==> src/hw/rtl/uer_pkg.sv <==
// shared types and constants of the ultrasonic echo ranger
`timescale 1ns / 1ps

package uer_pkg;

  localparam int unsigned TEMP_W        = 15;
  localparam int unsigned CNT_W         = 17;
  localparam int unsigned DIST_W        = 18;
  localparam int unsigned ROOT_IN_W     = 16;
  localparam int unsigned ACC_W         = 24;
  localparam int unsigned STEP_W        = 5;

  localparam int unsigned TRIGGER_TICKS = 15;
  localparam int unsigned TIMEOUT_TICKS = 100000;

  localparam int unsigned TEMP_RESET    = 2000;
  localparam int unsigned TEMP_OFFSET   = 27315;
  localparam int unsigned VEL_SCALE     = 51328;
  localparam int unsigned VEL_ROUND     = 50;
  localparam int unsigned VEL_DIV       = 100;
  localparam int unsigned DIST_ROUND    = 25600;
  localparam int unsigned DIST_SHIFT    = 11;
  localparam int unsigned DIST_DIV      = 25;
  localparam int unsigned SQRT_STEPS    = 8;
  localparam int unsigned SQRT_TOP      = 1 << 14;
  localparam int unsigned VEL_QBITS     = 17;
  localparam int unsigned DIST_QBITS    = 18;

  localparam logic [CNT_W-1:0]     TRIG_TICKS_C  = CNT_W'(TRIGGER_TICKS);
  localparam logic [CNT_W-1:0]     TIMEOUT_C     = CNT_W'(TIMEOUT_TICKS);
  localparam logic [TEMP_W-1:0]    TEMP_RESET_C  = TEMP_W'(TEMP_RESET);
  localparam logic [CNT_W-1:0]     TEMP_OFFSET_C = CNT_W'(TEMP_OFFSET);
  localparam logic [ACC_W-1:0]     VEL_SCALE_C   = ACC_W'(VEL_SCALE);
  localparam logic [ACC_W-1:0]     VEL_ROUND_C   = ACC_W'(VEL_ROUND);
  localparam logic [ACC_W-1:0]     VEL_DEN_TOP_C = ACC_W'(VEL_DIV << (VEL_QBITS - 1));
  localparam logic [2*CNT_W-1:0]   DIST_ROUND_C  = (2*CNT_W)'(DIST_ROUND);
  localparam logic [ACC_W-1:0]     DIST_SAT_C    = ACC_W'(DIST_DIV << DIST_QBITS);
  localparam logic [ACC_W-1:0]     DIST_DEN_TOP_C = ACC_W'(DIST_DIV << (DIST_QBITS - 1));
  localparam logic [ACC_W-1:0]     SQRT_TOP_C    = ACC_W'(SQRT_TOP);
  localparam logic [STEP_W-1:0]    SQRT_LAST_C   = STEP_W'(SQRT_STEPS - 1);
  localparam logic [STEP_W-1:0]    VEL_LAST_C    = STEP_W'(VEL_QBITS - 1);
  localparam logic [STEP_W-1:0]    DIST_LAST_C   = STEP_W'(DIST_QBITS - 1);

  typedef enum logic [1:0] {
    ERR_NONE      = 2'd0,
    ERR_ECHO_HIGH = 2'd1,
    ERR_NO_RISE   = 2'd2,
    ERR_NO_FALL   = 2'd3
  } err_e;

  typedef struct packed {
    logic trig;
    logic busy;
    logic done;
    err_e err;
    logic vel_start;
    logic dist_start;
  } phase_res_t;

  typedef struct packed {
    logic vel;
    logic dst;
  } arith_req_t;

endpackage

==> src/hw/rtl/uer_arith.sv <==
// shared compare-subtract unit for square root, velocity and distance
`timescale 1ns / 1ps

module uer_arith (
  input  logic                               clk_i,
  input  logic                               rst_ni,
  input  uer_pkg::arith_req_t                req_i,
  input  logic [uer_pkg::ROOT_IN_W-1:0]      tk_i,
  input  logic [uer_pkg::CNT_W-1:0]          vel_i,
  input  logic [uer_pkg::CNT_W-1:0]          pw_i,
  output logic                               done_o,
  output logic [uer_pkg::DIST_W-1:0]         result_o
);
  import uer_pkg::*;

  typedef enum logic [5:0] {
    AS_IDLE = 6'b000001,
    AS_SQRT = 6'b000010,
    AS_VMUL = 6'b000100,
    AS_DMUL = 6'b001000,
    AS_DCHK = 6'b010000,
    AS_DIV  = 6'b100000
  } arith_state_e;

  arith_state_e        st_q, st_d;
  logic [ACC_W-1:0]    rem_q, rem_d;
  logic [ACC_W-1:0]    opd_q, opd_d;
  logic [DIST_W-1:0]   res_q, res_d;
  logic [STEP_W-1:0]   cnt_q, cnt_d;
  logic                done_q, done_d;

  logic [ACC_W-1:0]    operand;
  logic [ACC_W:0]      diff;
  logic                ge;
  logic [ACC_W-1:0]    vmul;
  logic [2*CNT_W-1:0]  dprod;
  logic [2*CNT_W-1:0]  dsum;

  // sqrt compares against root + bit, division against the shifted divisor
  assign operand = (st_q == AS_SQRT) ? (opd_q + {{(ACC_W-DIST_W){1'b0}}, res_q}) : opd_q;
  assign diff    = {1'b0, rem_q} - {1'b0, operand};
  assign ge      = ~diff[ACC_W];

  assign vmul  = {{(ACC_W-8){1'b0}}, res_q[7:0]} * VEL_SCALE_C;
  assign dprod = {{CNT_W{1'b0}}, vel_i} * {{CNT_W{1'b0}}, pw_i};
  assign dsum  = dprod + DIST_ROUND_C;

  always_comb begin
    st_d   = st_q;
    rem_d  = rem_q;
    opd_d  = opd_q;
    res_d  = res_q;
    cnt_d  = cnt_q;
    done_d = 1'b0;
    case (st_q)
      AS_IDLE: begin
        if (req_i.vel) begin
          rem_d = {{(ACC_W-ROOT_IN_W){1'b0}}, tk_i};
          opd_d = SQRT_TOP_C;
          res_d = '0;
          cnt_d = SQRT_LAST_C;
          st_d  = AS_SQRT;
        end else if (req_i.dst) begin
          st_d = AS_DMUL;
        end
      end
      AS_SQRT: begin
        if (ge) begin
          rem_d = diff[ACC_W-1:0];
          res_d = (res_q >> 1) + opd_q[DIST_W-1:0];
        end else begin
          res_d = res_q >> 1;
        end
        opd_d = opd_q >> 2;
        cnt_d = cnt_q - 1'b1;
        if (cnt_q == '0) begin
          st_d = AS_VMUL;
        end
      end
      AS_VMUL: begin
        rem_d = vmul + VEL_ROUND_C;
        opd_d = VEL_DEN_TOP_C;
        res_d = '0;
        cnt_d = VEL_LAST_C;
        st_d  = AS_DIV;
      end
      AS_DMUL: begin
        rem_d = {1'b0, dsum[2*CNT_W-1:DIST_SHIFT]};
        opd_d = DIST_SAT_C;
        st_d  = AS_DCHK;
      end
      AS_DCHK: begin
        if (ge) begin
          res_d  = '1;
          done_d = 1'b1;
          st_d   = AS_IDLE;
        end else begin
          opd_d = DIST_DEN_TOP_C;
          res_d = '0;
          cnt_d = DIST_LAST_C;
          st_d  = AS_DIV;
        end
      end
      AS_DIV: begin
        if (ge) begin
          rem_d = diff[ACC_W-1:0];
        end
        res_d = {res_q[DIST_W-2:0], ge};
        opd_d = opd_q >> 1;
        cnt_d = cnt_q - 1'b1;
        if (cnt_q == '0) begin
          done_d = 1'b1;
          st_d   = AS_IDLE;
        end
      end
      default: begin
        st_d = AS_IDLE;
      end
    endcase
  end

  always_ff @(posedge clk_i or negedge rst_ni) begin
    if (!rst_ni) begin
      st_q   <= AS_IDLE;
      cnt_q  <= '0;
      done_q <= 1'b0;
    end else begin
      st_q   <= st_d;
      cnt_q  <= cnt_d;
      done_q <= done_d;
    end
  end

  always_ff @(posedge clk_i) begin
    rem_q <= rem_d;
    opd_q <= opd_d;
    res_q <= res_d;
  end

  assign done_o   = done_q;
  assign result_o = res_q;

endmodule

==> src/hw/rtl/uer_phase.sv <==
// measurement phase sequencer: trigger pulse, echo wait and pulse timing
`timescale 1ns / 1ps

module uer_phase (
  input  logic                       clk_i,
  input  logic                       rst_ni,
  input  logic                       accept_i,
  input  logic                       start_i,
  input  logic                       echo_i,
  output uer_pkg::phase_res_t        res_o,
  output logic [uer_pkg::CNT_W-1:0]  pulse_width_o
);
  import uer_pkg::*;

  typedef enum logic [4:0] {
    PH_IDLE      = 5'b00001,
    PH_TRIG_LOW  = 5'b00010,
    PH_TRIG_HIGH = 5'b00100,
    PH_WAIT_RISE = 5'b01000,
    PH_WAIT_FALL = 5'b10000
  } phase_e;

  phase_e            ph_q, ph_d;
  logic [CNT_W-1:0]  tick_q, tick_d;
  logic [CNT_W-1:0]  pw_q, pw_d;
  logic [CNT_W-1:0]  tick_inc;
  logic [CNT_W-1:0]  pw_inc;
  phase_res_t        res;

  assign tick_inc = tick_q + 1'b1;
  assign pw_inc   = pw_q + 1'b1;

  always_comb begin
    ph_d           = ph_q;
    tick_d         = tick_q;
    pw_d           = pw_q;
    res.trig       = 1'b0;
    res.done       = 1'b0;
    res.err        = ERR_NONE;
    res.vel_start  = 1'b0;
    res.dist_start = 1'b0;
    case (ph_q)
      PH_IDLE: begin
        if (start_i) begin
          if (echo_i) begin
            res.done = 1'b1;
            res.err  = ERR_ECHO_HIGH;
          end else begin
            res.vel_start = 1'b1;
            ph_d          = PH_TRIG_LOW;
            tick_d        = CNT_W'(1);
            pw_d          = '0;
          end
        end
      end
      PH_TRIG_LOW: begin
        if (tick_q >= TRIG_TICKS_C) begin
          ph_d     = PH_TRIG_HIGH;
          tick_d   = CNT_W'(1);
          res.trig = 1'b1;
        end else begin
          tick_d = tick_inc;
        end
      end
      PH_TRIG_HIGH: begin
        if (tick_q >= TRIG_TICKS_C) begin
          ph_d   = PH_WAIT_RISE;
          tick_d = '0;
        end else begin
          tick_d   = tick_inc;
          res.trig = 1'b1;
        end
      end
      PH_WAIT_RISE: begin
        if (echo_i) begin
          ph_d = PH_WAIT_FALL;
          pw_d = CNT_W'(1);
        end else begin
          tick_d = tick_inc;
          if (tick_inc >= TIMEOUT_C) begin
            ph_d     = PH_IDLE;
            res.done = 1'b1;
            res.err  = ERR_NO_RISE;
          end
        end
      end
      PH_WAIT_FALL: begin
        if (!echo_i) begin
          ph_d           = PH_IDLE;
          res.done       = 1'b1;
          res.dist_start = 1'b1;
        end else begin
          pw_d = pw_inc;
          if (pw_inc >= TIMEOUT_C) begin
            ph_d     = PH_IDLE;
            res.done = 1'b1;
            res.err  = ERR_NO_FALL;
          end
        end
      end
      default: begin
        ph_d = PH_IDLE;
      end
    endcase
    res.busy = (ph_d != PH_IDLE);
  end

  always_ff @(posedge clk_i or negedge rst_ni) begin
    if (!rst_ni) begin
      ph_q   <= PH_IDLE;
      tick_q <= '0;
      pw_q   <= '0;
    end else if (accept_i) begin
      ph_q   <= ph_d;
      tick_q <= tick_d;
      pw_q   <= pw_d;
    end
  end

  assign res_o         = res;
  assign pulse_width_o = pw_q;

endmodule

==> src/hw/rtl/ultrasonic_echo_ranger.sv <==
// top level of the ultrasonic echo ranger
`timescale 1ns / 1ps

// Each request is one 1 us tick (start request and sampled echo level) and
// gives exactly one response with the trigger level, busy, done, error code
// and distance in 0.1 mm units. Most ticks hold the input off only while a
// response waits on out_ready_i. The tick that starts a measurement latches
// the temperature and then holds the input off while the shared
// compare-subtract unit takes the square root (8 steps), multiplies (1 step)
// and divides by 100 (17 steps); its response is ready at once. The echo
// falling-edge tick holds the input off for one multiply, a saturation check
// and 18 divide steps on the same unit (no divide steps when the distance
// saturates), and its response follows them. The temperature register is
// written with cfg_we_i and applies at the next start.
module ultrasonic_echo_ranger (
  input  logic                              clk_i,
  input  logic                              rst_ni,
  input  logic                              cfg_we_i,
  input  logic signed [uer_pkg::TEMP_W-1:0] cfg_wdata_i,
  input  logic                              in_valid_i,
  output logic                              in_ready_o,
  input  logic                              start_req_i,
  input  logic                              echo_level_i,
  output logic                              out_valid_o,
  input  logic                              out_ready_i,
  output logic                              trigger_out_o,
  output logic                              busy_res_o,
  output logic                              done_res_o,
  output logic [1:0]                        error_code_o,
  output logic [uer_pkg::DIST_W-1:0]        distance_o
);
  import uer_pkg::*;

  typedef enum logic [2:0] {
    ST_IDLE = 3'b001,
    ST_VEL  = 3'b010,
    ST_DIST = 3'b100
  } seq_e;

  seq_e                 seq_q, seq_d;
  logic [TEMP_W-1:0]    temp_q;
  logic [CNT_W-1:0]     vel_q, vel_d;
  logic                 oval_q, oval_d;
  logic                 trig_q, trig_d;
  logic                 busy_q, busy_d;
  logic                 done_q, done_d;
  err_e                 err_q, err_d;
  logic [DIST_W-1:0]    dist_q, dist_d;

  logic                 accept;
  logic                 out_free;
  phase_res_t           ph_res;
  logic [CNT_W-1:0]     pulse_width;
  logic [CNT_W-1:0]     tsum;
  arith_req_t           areq;
  logic                 adone;
  logic [DIST_W-1:0]    aresult;

  assign out_free   = ~oval_q | out_ready_i;
  assign in_ready_o = (seq_q == ST_IDLE) & out_free;
  assign accept     = in_valid_i & in_ready_o;

  // temperature plus offset in hundredths of a kelvin, always positive
  assign tsum = {{(CNT_W-TEMP_W){temp_q[TEMP_W-1]}}, temp_q} + TEMP_OFFSET_C;

  assign areq.vel = accept & ph_res.vel_start;
  assign areq.dst = accept & ph_res.dist_start;

  uer_phase u_phase (
    .clk_i         (clk_i),
    .rst_ni        (rst_ni),
    .accept_i      (accept),
    .start_i       (start_req_i),
    .echo_i        (echo_level_i),
    .res_o         (ph_res),
    .pulse_width_o (pulse_width)
  );

  uer_arith u_arith (
    .clk_i    (clk_i),
    .rst_ni   (rst_ni),
    .req_i    (areq),
    .tk_i     (tsum[ROOT_IN_W-1:0]),
    .vel_i    (vel_q),
    .pw_i     (pulse_width),
    .done_o   (adone),
    .result_o (aresult)
  );

  always_comb begin
    seq_d  = seq_q;
    vel_d  = vel_q;
    oval_d = oval_q & ~out_ready_i;
    trig_d = trig_q;
    busy_d = busy_q;
    done_d = done_q;
    err_d  = err_q;
    dist_d = dist_q;
    case (seq_q)
      ST_IDLE: begin
        if (accept) begin
          if (ph_res.dist_start) begin
            seq_d = ST_DIST;
          end else begin
            oval_d = 1'b1;
            trig_d = ph_res.trig;
            busy_d = ph_res.busy;
            done_d = ph_res.done;
            err_d  = ph_res.err;
            dist_d = '0;
            if (ph_res.vel_start) begin
              seq_d = ST_VEL;
            end
          end
        end
      end
      ST_VEL: begin
        if (adone) begin
          vel_d = aresult[CNT_W-1:0];
          seq_d = ST_IDLE;
        end
      end
      ST_DIST: begin
        if (adone) begin
          oval_d = 1'b1;
          trig_d = 1'b0;
          busy_d = 1'b0;
          done_d = 1'b1;
          err_d  = ERR_NONE;
          dist_d = aresult;
          seq_d  = ST_IDLE;
        end
      end
      default: begin
        seq_d = ST_IDLE;
      end
    endcase
  end

  always_ff @(posedge clk_i or negedge rst_ni) begin
    if (!rst_ni) begin
      seq_q  <= ST_IDLE;
      temp_q <= TEMP_RESET_C;
      vel_q  <= '0;
      oval_q <= 1'b0;
    end else begin
      seq_q  <= seq_d;
      vel_q  <= vel_d;
      oval_q <= oval_d;
      if (cfg_we_i) begin
        temp_q <= cfg_wdata_i;
      end
    end
  end

  always_ff @(posedge clk_i) begin
    trig_q <= trig_d;
    busy_q <= busy_d;
    done_q <= done_d;
    err_q  <= err_d;
    dist_q <= dist_d;
  end

  assign out_valid_o   = oval_q;
  assign trigger_out_o = trig_q;
  assign busy_res_o    = busy_q;
  assign done_res_o    = done_q;
  assign error_code_o  = err_q;
  assign distance_o    = dist_q;

endmodule
==> config.mk <==
export PLATFORM = sky130hd
export DESIGN_NAME = ultrasonic_echo_ranger
export DESIGN_NICKNAME = d
export VERILOG_FILES = /design/src/hw/rtl/uer_pkg.sv /design/src/hw/rtl/uer_arith.sv /design/src/hw/rtl/uer_phase.sv /design/src/hw/rtl/ultrasonic_echo_ranger.sv
export SDC_FILE = /design/constraint.sdc
export NUM_CORES = 1
export LEC_CHECK = 0
export BUFFER_PORTS_ARGS = -buffer_cell sky130_fd_sc_hd__buf_4
export CAP_MARGIN = 20
export CORE_ASPECT_RATIO = 0.75
export CORE_UTILIZATION = 60
export DETAILED_ROUTE_END_ITERATION = 16
export PLACE_DENSITY = 0.77
export SYNTH_ARGS = -nofsm -noshare
export SYNTH_HDL_FRONTEND = slang
export SYNTH_HIERARCHICAL = 1
export SYNTH_SLANG_ARGS = --single-unit
export TNS_END_PERCENT = 10
==> constraint.sdc <==
create_clock -name clk_i -period 11.55 [get_ports clk_i]
set_input_delay 1.155 -clock clk_i [delete_from_list [all_inputs] [get_ports clk_i]]
set_output_delay 1.155 -clock clk_i [all_outputs]
set_load 0.02 [all_outputs]
# After elaboration in Yosys (flattened, before gate mapping)
# Index checks and enable logic that the tools add are counted.
dict set report classes {
  addsub 9
  multipliers 2
  n_lt_le_gt_ge 3
  eq_ne 31
  mux 85
  bitwise_logic 9
  n_reduce_logical 21
}
# cell count
set ops {}
lappend ops {{2-to-1 mux 17 bit} 9}
lappend ops {{2-to-1 mux 24 bit} 5}
lappend ops {{case mux 24 bit (5 select lines)} 1}
lappend ops {{2-to-1 mux 18 bit} 6}
lappend ops {{case mux 24 bit (4 select lines)} 1}
lappend ops {{case mux 18 bit (5 select lines)} 1}
lappend ops {{case mux 17 bit (4 select lines)} 1}
lappend ops {{case mux 17 bit (3 select lines)} 1}
lappend ops {{2-to-1 mux 5 bit} 10}
lappend ops {{case mux 18 bit (2 select lines)} 1}
lappend ops {{case mux 6 bit (6 select lines)} 1}
lappend ops {{adder 17 x 1 -> 17 bit, second input constant} 2}
lappend ops {{adder 34 x 15 -> 34 bit, second input constant} 1}
lappend ops {{greater-or-equal comparator 17 bit, second input constant} 2}
lappend ops {{multiplier 17 x 17 -> 34 bit} 1}
lappend ops {{2-to-1 mux 6 bit} 5}
lappend ops {{case mux 5 bit (5 select lines)} 1}
lappend ops {{subtractor 24 x 24 -> 25 bit} 1}
lappend ops {{adder 24 x 18 -> 24 bit} 1}
lappend ops {{adder 24 x 6 -> 24 bit, second input constant} 1}
lappend ops {{2-to-1 mux 3 bit} 8}
lappend ops {{inequality test 2 bit, second input constant} 10}
lappend ops {{case mux 5 bit (4 select lines)} 1}
lappend ops {{2-to-1 mux 1 bit} 19}
lappend ops {{42 further kinds} 70}
dict set report word_totals {
  reg_bits 176
  input_bits 22
  out_inout_bits 25
  word_cells 178
}

# Longest topological paths before layout
dict set report depth {
  word_depth 9
  ltp_mapped 23
  mapped_depth_nobuf 22
}

# By module
# The synthesis kept the hierarchy.
# module instances cells_each area_per_inst_um2
set by_module_without_submodules {}
lappend by_module_without_submodules {uer_arith 1 1867 16945.0}
lappend by_module_without_submodules {uer_phase 1 356 2830.2}
lappend by_module_without_submodules {ultrasonic_echo_ranger 1 204 2651.3}

# Worst setup path after synthesis
# No wires, ideal clock.
dict set report synth_path {
  kind {register to register}
  startpoint {register u_phase.pw_q[10], in the netlist u_phase/pulse_width_o[10]}
  endpoint {register u_arith.rem_q[9], data pin}
  setup_ps 275
  arrival_ps 6210
  required_ps 11275
  path_slack_ps 5065
  path_stages_with_launch 24
  path_buffers 2
  period_less_slack_ps 6485
  cell_sequence {dfrtp_1 clkbuf_1 clkbuf_1 nand2_1 fa_1 inv_1 fa_1 inv_1 fa_1 inv_1 fa_1 fa_1 inv_1 fa_1 inv_1 ha_1 and2_4 a221oi_1 a21boi_0 or3_4 a221oi_2 o21ba_1 xor2_1 o221ai_1}
}
dict set report synth_between {
  elab_chain_len 3
}
# element line_no
set synth_rtl {}
lappend synth_rtl {{from (decl)} uer_phase.sv:25} ;# logic [CNT_W-1:0] pw_q, pw_d;
lappend synth_rtl {{from (signal assigned)} uer_phase.sv:116} ;# pw_q <= pw_d;
lappend synth_rtl {{multiplier 17 x 17 -> 34 bit} uer_arith.sv:45} ;# assign dprod = {{CNT_W{1'b0}}, vel_i} * {{CNT_W{1'b0}}, pw_i};
lappend synth_rtl {{adder 34 x 15 -> 34 bit} uer_arith.sv:46} ;# assign dsum = dprod + DIST_ROUND_C;
lappend synth_rtl {{case mux 24 bit (4 select lines)} uer_arith.sv:55} ;# case (st_q)
lappend synth_rtl {{net u_arith.rem_d[9]} uer_arith.sv:26} ;# logic [ACC_W-1:0] rem_q, rem_d;
lappend synth_rtl {{to (signal assigned)} uer_arith.sv:135} ;# rem_q <= rem_d;
lappend synth_rtl {{to (decl)} uer_arith.sv:26}
# The timed path passes the listed nets, and every way through them passes these cells.
# A chain may end at the register's enable or synchronous reset.

# Worst setup path in the final report
dict set report layout_path {
  startpoint {register u_phase.pw_q[11], in the netlist u_phase/pulse_width_o[11]}
  endpoint {register u_arith.rem_q[19], data pin}
}
# The elaborated chain is that of the path after synthesis.

==> run metrics <==
layout cells sized above 1=0.0759; synth cell count leaders=inv_1 (323), nand2_1 (254), fa_1 (235); Slowest-stage cell, CP=dfrtp_1; cell taking the most area after synthesis=fa_1; pin count of the biggest net entering global routing=64; Final Hold Violating Endpoints=0; Die Wd=around 230 um; fmax=between 0.1 and 0.15 GHz; EDFF count, synth=88; WP depth=21; Slew Limit Fails=0; Clock Tree Buf Depth=2; WL final=59.4 mm; Crit path max-delay family=adder cells; Overflow after GRT=0; count leader, synth=inv_1; Detailed Route Iter0 Violations=1,812; Hold Crit Class=reg2reg; Clock Latency Late Sink=around 0.46 ns; Post-CTS Resized=0; peak supply drop=about 0.00008 V; Post-synth ARST share=0.497; Crit Reg-Reg Startpoint=u_phase/pulse_width_o[11]; Mapped Avg Cell Area=between 9 and 10 sq um; I/O Pins=47; unrepaired setup endpoints after global routing=no; gr usage total=0.322; Top FF cell, synth=edfxtp_1; Num CTS Buffers=17; via count of the first global-routing pass=about 18,000; DIE HEIGHT=roughly 170 um; Synth top area share=0.210; fin crit period=between 7 and 8 ns; Rows=60; Reg2Reg Setup Slack=~4.4 ns; crit path capture type=register; Leakage Power=roughly 0.011 uW; HPWL after DPL=between 40 and 50 mm; Ant. Diodes=0; H-tree depth=4; Ys Warns=6; Final #Nets=between 2,000 and 3,000; max-cap viol count=0; sequential-to-total area share from yosys stat=0.215; Req. time, crit path=11.74 ns; status=finished, final reports clean; CTS Sinks=between 150 and 200; first-pass GRT wire length=95.5 mm; via count=approximately 18,000; ANT nets after route=0; Gate Count Post-Synth=approximately 2,400; Final period util=0.617; core box area=around 36,000 sq um; synthesized cell area=about 22,000 sq um; initial antenna violation count=2; DRC=0; RD Place Congestion=between 0.9 and 1; Avg WL per Cell=20.3 um; worst-path fanout max=23; critical path startpoint category=register; Vias/cell=between 6 and 7; die area=between 30,000 and 40,000 sq um; CP Cell Sequence=nand2_1, fa_1, inv_1, fa_1, inv_1, fa_1, inv_1, fa_1, fa_1, inv_1, fa_1, inv_1, ha_1, and2_4, a221oi_1, a21boi_1, a2111oi_4, o21bai_1, a21oi_1, xor2_1, o221ai_1; CP most frequent cell=fa_1; Post-CTS Setup Bufs=0; final setup TNS=0 ns; TritonCTS clock tree=built; placed cells=between 2,000 and 3,000; Slew @ Worst Pin=approximately 0.94 ns; IO buf count=46; syn nets=~2,900; critical path endpoint=u_arith/rem_q[19]; synth unique cells=just over 100; WP data arrival=about 7.3 ns; endpoints failing setup=0; Yosys reg bits=between 150 and 200; Initial Util=0.617; CTS Root Cell=clkbuf_16; CP startpoint=u_phase/pulse_width_o[11]; Final Skew=0.0117 ns; top cells by area in the synthesized netlist=fa_1 (21%), ha_1 (12%), edfxtp_1 (12%); Crit Path Class=reg2reg; R2R Path End=u_arith/rem_q[19]; hold-fix buffers at CTS=0; Rel. slew slack=0.372; Cell Pwr Density=approximately 92 nW/um^2; CP Buf/Inv Count=5; synthesis-to-layout area growth=6.33%; Reg2Reg Depth=21; CP peak stage delay=~0.96 ns; Clk pin slew, worst setup/hold paths=roughly 0.080 ns; post-route insts no fill=around 2,900; DR pass1 iterations=5
-- area by class of cell --
| type | instances | area, sq um |
|---|---|---|
| Multi-Input combinational cell | 1836 | 16000 |
| Fill cell | 2925 | 12500 |
| Sequential cell | 175 | 4830 |
| Inverter | 324 | 1220 |
| Tap cell | 496 | 621 |
| Timing Repair Buffer | 70 | 533 |
| Clock buffer | 17 | 425 |
| Clock inverter | 15 | 173 |
-- worst min-delay path by stage --
stage / start / endpoint / slack [ns] / cells past startpoint
3_3_place_gp: u_arith/cnt_q[4] / u_arith/cnt_q[4] / 0.48 / 1
4_1_cts: u_arith/cnt_q[4] / u_arith/cnt_q[4] / 0.51 / 1
2_1_floorplan: u_arith/cnt_q[4] / u_arith/cnt_q[4] / 0.46 / 1
5_1_grt: u_arith/cnt_q[4] / u_arith/cnt_q[4] / 0.55 / 1
3_5_place_dp: u_arith/cnt_q[4] / u_arith/cnt_q[4] / 0.48 / 1
6_report: u_arith/cnt_q[4] / u_arith/cnt_q[4] / 0.50 / 1
-- report_power, final --
group / total (uW) / internal, uW / switching, uW
Sequential: 806 / 724 / 82.0
Clock: 604 / 308 / 296
Combinational: 792 / 325 / 466
-- stage by stage --
stage          utilization  setup WS (ns)  hold WS (ns)  area [sq um]  total power, uW
2_1_floorplan            -           5.06         0.457         22400             1360
3_3_place_gp         0.639           4.66         0.478         23200             1550
3_5_place_dp         0.639           4.55         0.483         23200             1580
4_1_cts              0.656           4.49         0.508         23800             2190
5_1_grt              0.656           4.05         0.549         23800             2310
6_report             0.656           4.43         0.503         23800             2200
-- logic make-up after synthesis --
logic type | share of synthesized area
adders and majority gates | 0.330
and+or+nand+nor | 0.176
buffers and inverters | 0.0711
DFF | 0.215
xor gates and xnor gates | 0.0351
AOI/OAI and AO/OA | 0.146
muxes | 0.0264
-- placed cells by master (no fill, tap or decap), types with 18 or more instances in the layout --
cell,synthesis,routed
o21ai_0,106,106
nor2_1,95,95
a22o_1,18,18
edfxtp_1,88,88
mux2_2,32,32
dfrtp_1,78,78
nor3_1,27,27
mux2i_1,22,22
buf_4,2,69
a21oi_1,110,110
ha_1,216,216
nand2_1,254,254
nand2b_1,18,18
nor2b_1,18,18
a21o_1,35,35
o31ai_1,32,31
o211ai_1,34,34
nand3_1,36,36
xnor2_1,53,53
and2_1,176,176
inv_1,323,323
fa_1,235,235
xor2_1,37,37
-- flip-flops by register name, indices dropped and copies added (netlist names), 2 cells and up --
signal and count:
u_arith/cnt_q 5, seq_q 3, u_phase/pulse_width_o 17, vel_q 17
temp_q 15, distance_o 18, u_arith/result_o 18, u_phase/tick_q 17
u_arith/opd_q 23, u_arith/rem_q 24, u_arith/st_q 6, u_phase/ph_q 5
error_code_o 2
-- layer usage --
| layer | routed length, um | track usage | vias to the layer above |
|---|---|---|---|
| met3 | 6170 | 0.0789 | 98 |
| met4 | 1250 | 0.0831 | 2 |
| met5 | 13 | 0 | - |
| met2 | 25800 | 0.483 | 870 |
| met1 | 26200 | 0.467 | 9010 |
| li1 | - | - | 8265 |
Note: power is estimated with default switching activity, not from simulation.
